File: config.mk
export PLATFORM = sky130hd
export DESIGN_NAME = integrate_dump_bit_slicer
export DESIGN_NICKNAME = d
export VERILOG_FILES = /design/src/sv/idbs_pkg.sv /design/src/sv/integrate_dump_bit_slicer.sv /design/src/sv/idbs_cfg.sv /design/src/sv/idbs_spike.sv /design/src/sv/idbs_integ.sv
export SDC_FILE = /design/constraint.sdc
export NUM_CORES = 1
export LEC_CHECK = 0
export ABC_AREA = 1
export BUFFER_PORTS_ARGS = -buffer_cell sky130_fd_sc_hd__buf_2
export CAP_MARGIN = 20
export CORE_MARGIN = 2
export CORE_UTILIZATION = 45
export DETAILED_ROUTE_END_ITERATION = 10
export GPL_TIMING_DRIVEN = 0
export PLACE_DENSITY = 0.72
export SLEW_MARGIN = 20
export SYNTH_ARGS = -nofsm -noshare
export SYNTH_HDL_FRONTEND = slang
export SYNTH_SLANG_ARGS = --single-unit
File: constraint.sdc
create_clock -name clk_i -period 9.3 [get_ports clk_i]
set_clock_uncertainty 0.15 [all_clocks]
set_input_delay 0.465 -clock clk_i [delete_from_list [all_inputs] [get_ports clk_i]]
set_output_delay 0.465 -clock clk_i [all_outputs]
set_load 0.05 [all_outputs]
File: src/sv/idbs_pkg.sv
// ----------------------------------------------------------------------------
// idbs_pkg: shared types and constants for the integrate-and-dump bit slicer
// Register indexes, the configuration struct with its reset values, and the
// fixed widths of the accumulator, the phase residue and the config fields.
// ----------------------------------------------------------------------------
package idbs_pkg;

  // default sample width, Q15 audio
  localparam int unsigned SAMPLE_BITS_DEF = 16;

  // fixed datapath widths
  localparam int unsigned ACC_W      = 25;
  localparam int unsigned RES_W      = 18;
  localparam int unsigned SPB_W      = 16;
  localparam int unsigned THR_W      = 16;
  localparam int unsigned SCALE_W    = 9;
  localparam int unsigned CFG_IDX_W  = 3;
  localparam int unsigned CFG_DATA_W = 16;

  // one sample worth of phase, Q8
  localparam logic [SPB_W-1:0]   SPB_MIN    = 16'd256;
  localparam logic [RES_W-1:0]   ONE_SAMPLE = 18'd256;
  // unity spike scale, Q8
  localparam logic [SCALE_W-1:0] SCALE_MAX  = 9'd256;

  // saturation limits of the bit sum
  localparam logic [ACC_W-1:0] ACC_MAX = {1'b0, {(ACC_W-1){1'b1}}};
  localparam logic [ACC_W-1:0] ACC_MIN = {1'b1, {(ACC_W-1){1'b0}}};

  // register indexes on the write port
  typedef enum logic [CFG_IDX_W-1:0] {
    CFG_SPB         = 3'd0,
    CFG_MANCHESTER  = 3'd1,
    CFG_INVERT      = 3'd2,
    CFG_SPIKE_EN    = 3'd3,
    CFG_SPIKE_THR   = 3'd4,
    CFG_SPIKE_SCALE = 3'd5
  } cfg_idx_e;

  // configuration as seen by the datapath
  typedef struct packed {
    logic [SPB_W-1:0]   spb_q8;
    logic               manchester;
    logic               invert;
    logic               spike_en;
    logic [THR_W-1:0]   spike_thr;
    logic [SCALE_W-1:0] spike_scale;
  } cfg_t;

  localparam cfg_t CFG_RESET = '{
    spb_q8:      16'd2560,
    manchester:  1'b0,
    invert:      1'b0,
    spike_en:    1'b0,
    spike_thr:   16'd16384,
    spike_scale: 9'd69
  };

endpackage

File: src/sv/integrate_dump_bit_slicer.sv
// ----------------------------------------------------------------------------
// integrate_dump_bit_slicer: audio bit slicer, integrate and dump
// Top level: config registers, spike stage and integrator.
// ----------------------------------------------------------------------------
// One sample is accepted per clock while in_stall_o is low. A sample goes
// through two registers: the input stage (inversion, window and spike
// correction, one multiplier) and the integrator (saturating accumulate,
// phase residue, result register), so a bit decided by a sample reaches
// the output through the input stage and the result register, and a
// stalled result holds it in the input stage. With spike suppression on, a
// sample is processed only when the next sample arrives, so each bit comes
// out one input beat later. The accumulator and phase residue update
// together, at one sample per clock unless the result stalls. While a
// result waits on out_stall_i at most one further sample is taken in.
// Config writes take effect the next cycle and should only be issued idle.
module integrate_dump_bit_slicer import idbs_pkg::*; #(
  parameter int unsigned SAMPLE_BITS = SAMPLE_BITS_DEF
) (
  input  logic                   clk_i,
  input  logic                   rst_ni,
  input  logic                   cfg_we_i,
  input  logic [CFG_IDX_W-1:0]   cfg_index_i,
  input  logic [CFG_DATA_W-1:0]  cfg_data_i,
  input  logic                   in_valid_i,
  output logic                   in_stall_o,
  input  logic [SAMPLE_BITS-1:0] sample_i,
  input  logic                   restart_i,
  output logic                   out_valid_o,
  input  logic                   out_stall_i,
  output logic                   bit_res_o,
  output logic [ACC_W-1:0]       bit_sum_o
);

  cfg_t                   cfg;
  logic                   take;
  logic                   mid_valid;
  logic [SAMPLE_BITS-1:0] mid_sample;
  logic                   mid_restart;

  // configuration registers
  idbs_cfg u_cfg (
    .clk_i       (clk_i),
    .rst_ni      (rst_ni),
    .cfg_we_i    (cfg_we_i),
    .cfg_index_i (cfg_index_i),
    .cfg_data_i  (cfg_data_i),
    .cfg_o       (cfg)
  );

  // input stage
  idbs_spike #(.SAMPLE_BITS(SAMPLE_BITS)) u_spike (
    .clk_i      (clk_i),
    .rst_ni     (rst_ni),
    .cfg_i      (cfg),
    .in_valid_i (in_valid_i),
    .in_stall_o (in_stall_o),
    .sample_i   (sample_i),
    .restart_i  (restart_i),
    .take_i     (take),
    .valid_o    (mid_valid),
    .sample_o   (mid_sample),
    .restart_o  (mid_restart)
  );

  // integrator and result register
  idbs_integ #(.SAMPLE_BITS(SAMPLE_BITS)) u_integ (
    .clk_i       (clk_i),
    .rst_ni      (rst_ni),
    .cfg_i       (cfg),
    .valid_i     (mid_valid),
    .sample_i    (mid_sample),
    .restart_i   (mid_restart),
    .take_o      (take),
    .out_valid_o (out_valid_o),
    .out_stall_i (out_stall_i),
    .bit_res_o   (bit_res_o),
    .bit_sum_o   (bit_sum_o)
  );

endmodule

File: src/sv/idbs_cfg.sv
// ----------------------------------------------------------------------------
// idbs_cfg: configuration register file
// Write-only register bank; unknown indexes are ignored.
// ----------------------------------------------------------------------------
module idbs_cfg import idbs_pkg::*; (
  input  logic                  clk_i,
  input  logic                  rst_ni,
  input  logic                  cfg_we_i,
  input  logic [CFG_IDX_W-1:0]  cfg_index_i,
  input  logic [CFG_DATA_W-1:0] cfg_data_i,
  output cfg_t                  cfg_o
);

  cfg_t cfg_q, cfg_d;

  // decode one write
  always_comb begin
    cfg_d = cfg_q;
    if (cfg_we_i) begin
      case (cfg_idx_e'(cfg_index_i))
        CFG_SPB:         cfg_d.spb_q8      = cfg_data_i[SPB_W-1:0];
        CFG_MANCHESTER:  cfg_d.manchester  = cfg_data_i[0];
        CFG_INVERT:      cfg_d.invert      = cfg_data_i[0];
        CFG_SPIKE_EN:    cfg_d.spike_en    = cfg_data_i[0];
        CFG_SPIKE_THR:   cfg_d.spike_thr   = cfg_data_i[THR_W-1:0];
        CFG_SPIKE_SCALE: cfg_d.spike_scale = cfg_data_i[SCALE_W-1:0];
        default:         cfg_d = cfg_q;
      endcase
    end
  end

  always_ff @(posedge clk_i or negedge rst_ni) begin
    if (!rst_ni) begin
      cfg_q <= CFG_RESET;
    end else begin
      cfg_q <= cfg_d;
    end
  end

  assign cfg_o = cfg_q;

endmodule

File: src/sv/idbs_spike.sv
// ----------------------------------------------------------------------------
// idbs_spike: input stage with inversion and spike suppression
// Registers the input beat, keeps the two-sample window and hands the
// (possibly corrected) sample to the integrator from that register.
// ----------------------------------------------------------------------------
module idbs_spike import idbs_pkg::*; #(
  parameter int unsigned SAMPLE_BITS = SAMPLE_BITS_DEF
) (
  input  logic                   clk_i,
  input  logic                   rst_ni,
  input  cfg_t                   cfg_i,
  input  logic                   in_valid_i,
  output logic                   in_stall_o,
  input  logic [SAMPLE_BITS-1:0] sample_i,
  input  logic                   restart_i,
  input  logic                   take_i,
  output logic                   valid_o,
  output logic [SAMPLE_BITS-1:0] sample_o,
  output logic                   restart_o
);

  localparam int unsigned NW = SAMPLE_BITS + 1;
  localparam int unsigned DW = SAMPLE_BITS + 3;
  localparam int unsigned CW = (DW > THR_W + 1) ? DW : THR_W + 1;
  localparam int unsigned PW = SAMPLE_BITS + 13;
  localparam logic [SAMPLE_BITS-1:0] SMAX = {1'b0, {(SAMPLE_BITS-1){1'b1}}};
  localparam logic [SAMPLE_BITS-1:0] SMIN = {1'b1, {(SAMPLE_BITS-1){1'b0}}};
  localparam logic signed [PW-1:0]   ROUND_HALF = PW'(256);

  logic                   valid_q, valid_d;
  logic [SAMPLE_BITS-1:0] s_q;
  logic                   restart_q;
  logic [SAMPLE_BITS-1:0] w0_q, w1_q;
  logic                   ready;
  logic                   accept;

  logic [SAMPLE_BITS-1:0] x;
  logic signed [NW-1:0]   nsum;
  logic signed [DW-1:0]   dev;
  logic [DW-1:0]          mag;
  logic                   is_spike;
  logic [SCALE_W-1:0]     scale_eff;
  logic signed [PW-1:0]   prod;
  logic signed [PW-1:0]   total;
  logic [SAMPLE_BITS-1:0] s_d;

  // handshake: room when empty or when the integrator takes the held beat
  assign ready      = !valid_q || take_i;
  assign in_stall_o = !ready;
  assign accept     = in_valid_i && ready;
  assign valid_d    = ready ? in_valid_i : valid_q;

  // optional negation, most negative value clips to the largest positive
  always_comb begin
    x = sample_i;
    if (cfg_i.invert) begin
      x = (sample_i == SMIN) ? SMAX : -sample_i;
    end
  end

  // deviation of the middle sample from its neighbors: d = 2*w0 - (w1 + x)
  assign nsum = $signed({w1_q[SAMPLE_BITS-1], w1_q}) + $signed({x[SAMPLE_BITS-1], x});
  assign dev  = $signed({{2{w0_q[SAMPLE_BITS-1]}}, w0_q, 1'b0})
              - $signed({{2{nsum[NW-1]}}, nsum});
  assign mag  = dev[DW-1] ? DW'(-dev) : DW'(dev);
  assign is_spike = CW'(mag) > CW'({cfg_i.spike_thr, 1'b0});

  // pull toward the mean: floor((nsum*256 + scale*d + 256) / 512)
  assign scale_eff = (cfg_i.spike_scale > SCALE_MAX) ? SCALE_MAX : cfg_i.spike_scale;
  assign prod      = $signed({1'b0, scale_eff}) * dev;
  assign total     = $signed({{4{nsum[NW-1]}}, nsum, 8'd0}) + prod + ROUND_HALF;

  // processed sample: delayed middle sample with suppression on, else current
  always_comb begin
    if (cfg_i.spike_en) begin
      s_d = is_spike ? total[SAMPLE_BITS+8:9] : w0_q;
    end else begin
      s_d = x;
    end
  end

  // control and window
  always_ff @(posedge clk_i or negedge rst_ni) begin
    if (!rst_ni) begin
      valid_q <= 1'b0;
      w0_q    <= '0;
      w1_q    <= '0;
    end else begin
      valid_q <= valid_d;
      if (accept) begin
        w1_q <= w0_q;
        w0_q <= x;
      end
    end
  end

  // beat payload
  always_ff @(posedge clk_i) begin
    if (accept) begin
      s_q       <= s_d;
      restart_q <= restart_i;
    end
  end

  assign valid_o   = valid_q;
  assign sample_o  = s_q;
  assign restart_o = restart_q;

endmodule

File: src/sv/idbs_integ.sv
// ----------------------------------------------------------------------------
// idbs_integ: integrate-and-dump with fractional bit timing
// Saturating accumulator, Q8 phase residue, Manchester half tracking and the
// result register.
// ----------------------------------------------------------------------------
module idbs_integ import idbs_pkg::*; #(
  parameter int unsigned SAMPLE_BITS = SAMPLE_BITS_DEF
) (
  input  logic                   clk_i,
  input  logic                   rst_ni,
  input  cfg_t                   cfg_i,
  input  logic                   valid_i,
  input  logic [SAMPLE_BITS-1:0] sample_i,
  input  logic                   restart_i,
  output logic                   take_o,
  output logic                   out_valid_o,
  input  logic                   out_stall_i,
  output logic                   bit_res_o,
  output logic [ACC_W-1:0]       bit_sum_o
);

  localparam int unsigned EW = ACC_W + 1;

  logic [ACC_W-1:0] acc_q;
  logic [RES_W-1:0] res_q;
  logic             half_q;
  logic             out_valid_q, out_valid_d;
  logic             bit_res_q;
  logic [ACC_W-1:0] bit_sum_q;

  logic             advance;
  logic [ACC_W-1:0] acc_b;
  logic [RES_W-1:0] res_b;
  logic             half_b;
  logic [SPB_W-1:0] spb_eff;
  logic [RES_W-1:0] res_add;
  logic [RES_W-1:0] res_n;
  logic             res_end;
  logic             first_half;
  logic             emit;
  logic [EW-1:0]    s_ext;
  logic [EW-1:0]    sum;
  logic [ACC_W-1:0] sum_sat;

  // result register free or draining this cycle
  assign take_o  = !out_valid_q || !out_stall_i;
  assign advance = valid_i && take_o;

  // restart clears timing before this sample
  assign acc_b  = restart_i ? '0 : acc_q;
  assign res_b  = restart_i ? '0 : res_q;
  assign half_b = restart_i ? 1'b0 : half_q;

  // phase residue: reload at period start, one sample off each beat
  assign spb_eff = (cfg_i.spb_q8 < SPB_MIN) ? SPB_MIN : cfg_i.spb_q8;
  assign res_add = (res_b[RES_W-1] || res_b == '0) ? res_b + RES_W'(spb_eff) : res_b;
  assign res_n   = res_add - ONE_SAMPLE;
  assign res_end = res_n[RES_W-1] || res_n == '0;

  assign first_half = cfg_i.manchester && !half_b;
  assign emit       = !first_half && res_end;

  // saturating add or subtract
  assign s_ext = {{(EW-SAMPLE_BITS){sample_i[SAMPLE_BITS-1]}}, sample_i};
  assign sum   = first_half ? {acc_b[ACC_W-1], acc_b} - s_ext
                            : {acc_b[ACC_W-1], acc_b} + s_ext;
  always_comb begin
    if (sum[EW-1] != sum[EW-2]) begin
      sum_sat = sum[EW-1] ? ACC_MIN : ACC_MAX;
    end else begin
      sum_sat = sum[ACC_W-1:0];
    end
  end

  // result valid: drained beat clears, a new bit sets
  always_comb begin
    out_valid_d = out_valid_q;
    if (out_valid_q && !out_stall_i) begin
      out_valid_d = 1'b0;
    end
    if (advance && emit) begin
      out_valid_d = 1'b1;
    end
  end

  // state and result valid
  always_ff @(posedge clk_i or negedge rst_ni) begin
    if (!rst_ni) begin
      acc_q       <= '0;
      res_q       <= '0;
      half_q      <= 1'b0;
      out_valid_q <= 1'b0;
    end else begin
      out_valid_q <= out_valid_d;
      if (advance) begin
        res_q <= res_n;
        if (first_half) begin
          acc_q  <= sum_sat;
          half_q <= res_end;
        end else if (emit) begin
          acc_q  <= '0;
          half_q <= 1'b0;
        end else begin
          acc_q  <= sum_sat;
          half_q <= half_b;
        end
      end
    end
  end

  // result payload
  always_ff @(posedge clk_i) begin
    if (advance && emit) begin
      bit_res_q <= !sum_sat[ACC_W-1];
      bit_sum_q <= sum_sat;
    end
  end

  assign out_valid_o = out_valid_q;
  assign bit_res_o   = bit_res_q;
  assign bit_sum_o   = bit_sum_q;

endmodule

* Word-level counts from Yosys, hierarchy flattened *
Index checks and enable logic that the tools add are counted.

cells by class
  $mul = 1
  eq/ne operators = 7
  $lt $le $gt $ge = 3
  $add $sub $neg = 10
  muxes and demuxes = 20
  reductions and logical operators = 27

operators by type and width
  cell                                                                    count
  25-bit two-way mux                                                      5
  16-bit two-way mux                                                      5
  18-bit logical NOT                                                      2
  18-bit two-way mux                                                      2
  25-bit by 16-bit adder with 26-bit output                               1
  26-bit two-way mux                                                      1
  25-bit by 16-bit subtractor with 26-bit output                          1
  25-bit by 10-bit adder with 25-bit output (second input constant)       1
  25-bit adder                                                            1
  10-bit by 18-bit multiplier with 25-bit output                          1
  19-bit by 17-bit greater-than comparator with 1-bit output              1
  19-bit two-way mux                                                      1
  18-bit negator with 19-bit output                                       1
  18-bit by 16-bit adder with 18-bit output                               1
  17-bit by 17-bit subtractor with 18-bit output                          1
  18-bit by 9-bit subtractor with 18-bit output (second input constant)   1
  16-bit by 16-bit adder with 17-bit output                               1
  16-bit == test (second input constant)                                  1
  16-bit by 9-bit < comparator with 1-bit output (second input constant)  1
  16-bit negator                                                          1
  2-bit AND reduction                                                     6
  9-bit greater-than comparator (second input constant)                   1
  9-bit two-way mux                                                       1
  1-bit logical NOT                                                       7
  9 further kinds                                                         23

word-level totals
  register bits after elaboration = 165
  input bits = 41

* Depth between registers and ports, before layout *
  depth in word-level cells = 10
  mapped depth = 66
  gate-level depth less buffers = 66

* Cells and area by module *
From an unflattened synthesis, not the netlist that was laid out.

second synthesis, totals
  cell total of the unflattened synthesis = 2754
  area total of the unflattened synthesis = 19820.3 µm²

by module, submodules not included
  module      times used  area an instance (µm²)  seq. area each (µm²)  cells an instance
  idbs_spike  1           11409.7                 1336.3                1565
  idbs_integ  1           6580.1                  1906.8                986
  idbs_cfg    1           1830.5                  1108.6                203

* Worst setup path after synthesis *
Ideal clock, no wire load.

  path kind = input to register
  start point = input port sample_i[0]
  end point = register u_spike.s_q[15] (netlist: u_spike.sample_o[15]) (data pin)
  setup slack = -323 ps
  buffers on the path = 1
  stages = 62
  arrival = 9221 ps
  required time = 8898 ps
  setup time = 252 ps
  cell sequence = inv_1 > ha_1 > inv_1 > nor3_1 > nand4_1 > nor2_1 > inv_1 > nor2_1 > inv_1 > nor2_1 > inv_1 > nand2_1 > ha_1 > inv_1 > fa_1 > inv_1 > nand3_1 > nand2_2 > (+26 left out) > fa_1 > inv_1 > fa_1 > inv_1 > ha_1 > nand2_1 > nor3_1 > nand2_1 > nor4_1 > a21oi_1 > nand3_1 > nand2_1 > nand2_1 > nand2_1 > nand2_1 > nand3_1 > nand2_1 > nand2_1

between the ends
  cells in the longest elaborated chain, start to end = 10

RTL lines
  item                                                                                                                            line                                text
  start, declared                                                                                                                 integrate_dump_bit_slicer.sv:26     input logic [SAMPLE_BITS-1:0] sample_i,
  16-bit negator / 16-bit == test (equally long branches)                                                                         idbs_spike.sv:57                    x = (sample_i == SMIN) ? SMAX : -sample_i;
  16-bit two-way mux                                                                                                              idbs_spike.sv:57
  16-bit two-way mux (*)                                                                                                          idbs_spike.sv:56                    if (cfg_i.invert) begin
  named net u_spike.x[0]                                                                                                          idbs_spike.sv:37                    logic [SAMPLE_BITS-1:0] x;
  16-bit by 16-bit adder with 17-bit output (*)                                                                                   idbs_spike.sv:62                    assign nsum = $signed({w1_q[SAMPLE_BITS-1], w1_q}) + $signed({x[SAMPLE_BITS-1], x});
  17-bit by 17-bit subtractor with 18-bit output                                                                                  idbs_spike.sv:64                    - $signed({{2{nsum[NW-1]}}, nsum});
  10-bit by 18-bit multiplier with 25-bit output / 18-bit negator with 19-bit output (equally long branches)                      idbs_spike.sv:70, idbs_spike.sv:65
  25-bit adder / 19-bit two-way mux (equally long branches)                                                                       idbs_spike.sv:71, idbs_spike.sv:65
  25-bit by 10-bit adder with 25-bit output / 19-bit by 17-bit greater-than comparator with 1-bit output (equally long branches)  idbs_spike.sv:71, idbs_spike.sv:66
  16-bit two-way mux (*)                                                                                                          idbs_spike.sv:76                    s_d = is_spike ? total[SAMPLE_BITS+8:9] : w0_q;
  16-bit two-way mux (*)                                                                                                          idbs_spike.sv:75                    if (cfg_i.spike_en) begin
  named net u_spike.s_d[15]                                                                                                       idbs_spike.sv:45                    logic [SAMPLE_BITS-1:0] s_d;
  end signal, assigned                                                                                                            idbs_spike.sv:100                   s_q <= s_d;
  end, declared                                                                                                                   idbs_spike.sv:31                    logic [SAMPLE_BITS-1:0] s_q;

The timed path passes the listed nets; every way through them passes the cells marked *.
A chain may end at the register's enable or synchronous reset.

* Worst setup path after layout *
  start point = input port sample_i[0]
  end point = register u_spike.s_q[11] (netlist: u_spike.sample_o[11]) (data pin)

Same word-level chain as after synthesis.

==> results.md <==
- The number of top-level pins is 69.
- 0 antenna diodes ended up in the layout.
- The share of flip-flops with an asynchronous set or reset is 73.9%.
- In this run the worst path has a maximum fanout of 10.
- The via count is between 15,000 and 20,000.
- The worst min-delay path startpoint is restart_i.
- The port buffer count is approximately 70.
- The deepest clock path buffer count is 2.
- The type of element launching the critical path is an input pin.
- Max-cap violations in this run came to 0.
- The number of DRC violations after detailed-routing iteration 0 is 1,432.
- The cell taking the most area after synthesis is sky130_fd_sc_hd__dfrtp_1.
- The wire length reported by the detailed router is 56.1 mm.
- The via count of the first global-routing pass was 17,877.
- The worst path uses 97.6% of the clock period.
- The global-route wire length before repair is 90.3 mm.
- The path class of the tightest hold or removal check is input pin to register.
- At the end of routability-driven placement, the weighted congestion stood at a little under 1.
- The initial standard-cell utilization of the core is a little under half.
- For this design, the sink count on the clock tree is 165.
- The average cell area after synthesis is between 7 and 8 µm².
- sky130_fd_sc_hd__nand2_1 is the most common cell in the netlist.
- For this run, the number of Yosys warnings is 0.
- In this design, the largest share of critical-path delay is due to adder cells.
- The endpoint of the most critical register-to-register path is u_spike.sample_o[15].
- Synthesis instantiated 57 different standard cells from the library.
- The share of synthesized area occupied by flip-flops and latches is 22.8%.
- Synthesis produced a netlist whose cell count is 2,624.
- The commonest cells after synthesis are 631 x sky130_fd_sc_hd__nand2_1, 494 x sky130_fd_sc_hd__inv_1, 254 x sky130_fd_sc_hd__nor2_1.
- The total count of hold-check failures in the final report is 0.
- The root buffer cell is sky130_fd_sc_hd__clkbuf_16.
- The worst reg2reg path depth is 46.
- In this run the standard cell core region covers roughly 0.042 mm².
- The required time at the worst-slack endpoint is 9.32 ns.
- The final HPWL from detailed placement is 44.5 mm.
- For the pin with the worst max-slew slack, the measured transition is about 0.73 ns.
- The highest-delay cell along the critical path is sky130_fd_sc_hd__fa_1.
- The path with the worst hold slack has its endpoint at u_spike.restart_o.
- The footprint of the multi-input gates is 0.0135 mm².
- In this run the tightest slew margin relative to its limit is 51.0%.
- The sequential standard cell area is 0.00435 mm².
- The critical path data arrival time is 9.10 ns.
- Counting instances, the worst hold path has a depth of 1.
- The initial antenna violation count is 1.
- The clock transition time at the flip-flop clock pins of the worst setup and hold paths is 0.07 ns.
- The maximum number of pins on one net before global-route repair is 82.
- The flip-flop cell with the highest count after synthesis is sky130_fd_sc_hd__dfrtp_1.
- The layout net count is approximately 3,100.
- The most critical setup path has its startpoint at sample_i[0].
- The total buffers and inverters traversed by the critical path is 15.
- The largest single stage delay on the critical path is between 0.5 and 0.6 ns.
- TritonCTS built the clock tree.
- Buffers inserted during clock tree synthesis total 17.
- The fraction of final layout cells with drive strength greater than 1 is ~16%.
- Subtracting the final worst setup slack from the clock period gives 9.07 ns.
- The source-to-sink clock delay at the later pin of the worst-skew pair is 0.45 ns.
- The startpoint-to-endpoint class of the critical path is input pin to register.
- The area growth from synthesis to final layout is 17.4%.
- Setup repair after global routing could not meet its margin everywhere.
- Summing every instance area after synthesis gives approximately 0.019 mm².
- The total global routing overflow is 0.
- The pre-CTS setup slack is -2.24 ns.
- Sorting the synthesized cells by area gives the leading types as sky130_fd_sc_hd__dfrtp_1 15%, sky130_fd_sc_hd__fa_1 15%, sky130_fd_sc_hd__nand2_1 12%.
- The critical path depth is 49.
- The number of levels in the clock H-tree is 4.
- Synthesis inferred 165 register bits.
- The total count of max-transition violations in the final report is 0.
- The post-detailed-route DRC marker count is 0.
- The count of nets left with antenna violations once routing finished came out at 0.
- From left edge to right edge, the die measures 210 µm.
- The total global-route track usage is 26.0%.
- The pre-antenna-repair detailed-routing pass consisted of 6 iterations.
- The run finished with clean final reports.
- The routed length per instance is between 15 and 20 µm.
- The post-synthesis net count is approximately 3,000.
- In this run the register-to-register setup slack is just under 0.3 ns.
- The number of placement rows is 75.
- In this run the critical register-to-register path is launched from u_cfg.cfg_o[26].
- Fill cells in the final layout number 3,911.
- The number of flops mapped to enable cells by yosys is 43.
- The detail-routed via count per cell is around 5.3.
- The post-route worst setup slack is 0.227 ns.
- The maximum achievable frequency is 110 MHz.
- The die height is ~210 µm.
- STA classifies the critical path endpoint as a register.
- After synthesis, the largest area contributor takes up 15.2% of total cell area.
- Setup violations remaining at the end of the flow were counted as 0.
- The die covers 0.0440 mm².
[worst max path at each step]
stage / to / slack, ns
global route: u_spike.sample_o[15] / -0.22
finish: u_spike.sample_o[11] / 0.23
detailed placement: u_spike.sample_o[15] / -2.24
global placement: u_spike.sample_o[15] / -2.14
CTS: u_spike.sample_o[15] / -0.003
floorplan: u_spike.sample_o[15] / 0.002
[per-stage QoR]
| step | TNS (ns) | hold WS, ns | instance area (µm²) | utilization (%) | instances |
|---|---|---|---|---|---|
| final | 0 | 0.0840 | 22400 | 53.4 | 3338 |
| after global routing | -0.661 | 0.0738 | 22400 | 53.4 | 3338 |
| after CTS | -0.00272 | 0.0822 | 21600 | 51.7 | 3305 |
| after detailed placement | -21.56 | 0.270 | 20100 | 48.1 | 3233 |
| after global placement | -19.49 | 0.312 | 20100 | 48.0 | 3231 |
| after floorplan | 0 | 0.0194 | 19100 | - | 2624 |
[area by class of cell]
cell class,count,share of cell area [%]
well taps,539,3.02
inverters,510,8.72
plain buffers,62,1.41
repair buffers,144,4.45
flip-flops and latches,165,19.5
clock inverters,15,0.856
multi-input cells,1886,60.2
clock buffers,17,1.90
[cell families (layout without fill, tap and decap cells)]
group / after synthesis / count (layout) / synth area share (%)
simple gates: 1152 / 1152 / 25.7
buf+inv: 573 / 748 / 11.7
compound gates: 332 / 332 / 9.60
fa+ha+maj: 306 / 306 / 25.7
flops: 165 / 165 / 22.8
xor+xnor: 95 / 95 / 4.41
mux: 1 / 1 / 0.0526
[registers in the layout (all words and copies together) (netlist names)]
name / count
u_spike.valid_o: 1
u_integ.bit_res_o: 1
u_integ.half_q: 1
u_spike.restart_o: 1
u_spike.sample_o: 16
u_integ.out_valid_o: 1
u_spike.w1_q: 16
u_integ.bit_sum_o: 25
u_integ.acc_q: 25
u_spike.w0_q: 16
u_integ.res_q: 18
u_cfg.cfg_o: 44
[worst reg2reg max path: cells and delay by family (launching register included)]
| family | cells | cell delay, ns |
|---|---|---|
| compound gates | 6 | 0.96 |
| xor+xnor | 2 | 0.36 |
| fa+ha+maj | 8 | 3.65 |
| buf+inv | 9 | 1.01 |
| flops | 1 | 0.37 |
| simple gates | 21 | 2.26 |
[routing by layer]
metal	wire (µm)	GRT usage, %	share of wire (%)
met1	23300	32.3	42
met2	26500	44.2	47
met4	3220	13.4	5.7
met5	0	0	0
met3	3110	3.53	5.5
[timing repair]
action                                  in CTS  in global routing
setup buffers                               40                 33
endpoints found under the setup margin      15                 14
hold buffers                                 1                  0
endpoints found under the hold margin       41                  0
pin swaps                                   67                 99
resized for setup                          137                115
[cell usage in the layout, fill, tap and decap left out, types with 10 or more instances in the layout]
| cell type | n |
|---|---|
| sky130_fd_sc_hd__a21oi_1 | 75 |
| sky130_fd_sc_hd__a21oi_2 | 20 |
| sky130_fd_sc_hd__buf_2 | 70 |
| sky130_fd_sc_hd__buf_4 | 68 |
| sky130_fd_sc_hd__buf_6 | 10 |
| sky130_fd_sc_hd__clkbuf_1 | 43 |
| sky130_fd_sc_hd__clkbuf_16 | 17 |
| sky130_fd_sc_hd__dfrtp_1 | 116 |
| sky130_fd_sc_hd__edfxtp_1 | 43 |
| sky130_fd_sc_hd__fa_1 | 135 |
| sky130_fd_sc_hd__ha_1 | 137 |
| sky130_fd_sc_hd__ha_4 | 23 |
| sky130_fd_sc_hd__inv_1 | 465 |
| sky130_fd_sc_hd__inv_2 | 27 |
| sky130_fd_sc_hd__inv_4 | 11 |
| sky130_fd_sc_hd__nand2_1 | 600 |
| sky130_fd_sc_hd__nand2_2 | 35 |
| sky130_fd_sc_hd__nand2_4 | 16 |
| sky130_fd_sc_hd__nand3_1 | 127 |
| sky130_fd_sc_hd__nand3_2 | 21 |
| sky130_fd_sc_hd__nand4_1 | 21 |
| sky130_fd_sc_hd__nor2_1 | 238 |
| sky130_fd_sc_hd__nor2_2 | 16 |
| sky130_fd_sc_hd__nor3_1 | 21 |
| sky130_fd_sc_hd__o21ai_0 | 150 |
| sky130_fd_sc_hd__o21ai_1 | 22 |
| sky130_fd_sc_hd__o21ai_2 | 12 |
| sky130_fd_sc_hd__or2_2 | 13 |
| sky130_fd_sc_hd__xnor2_1 | 29 |
| sky130_fd_sc_hd__xor2_1 | 53 |
Power is not shown: default switching activity piles up to over one toggle a cycle in this logic, so the estimate is an artifact.
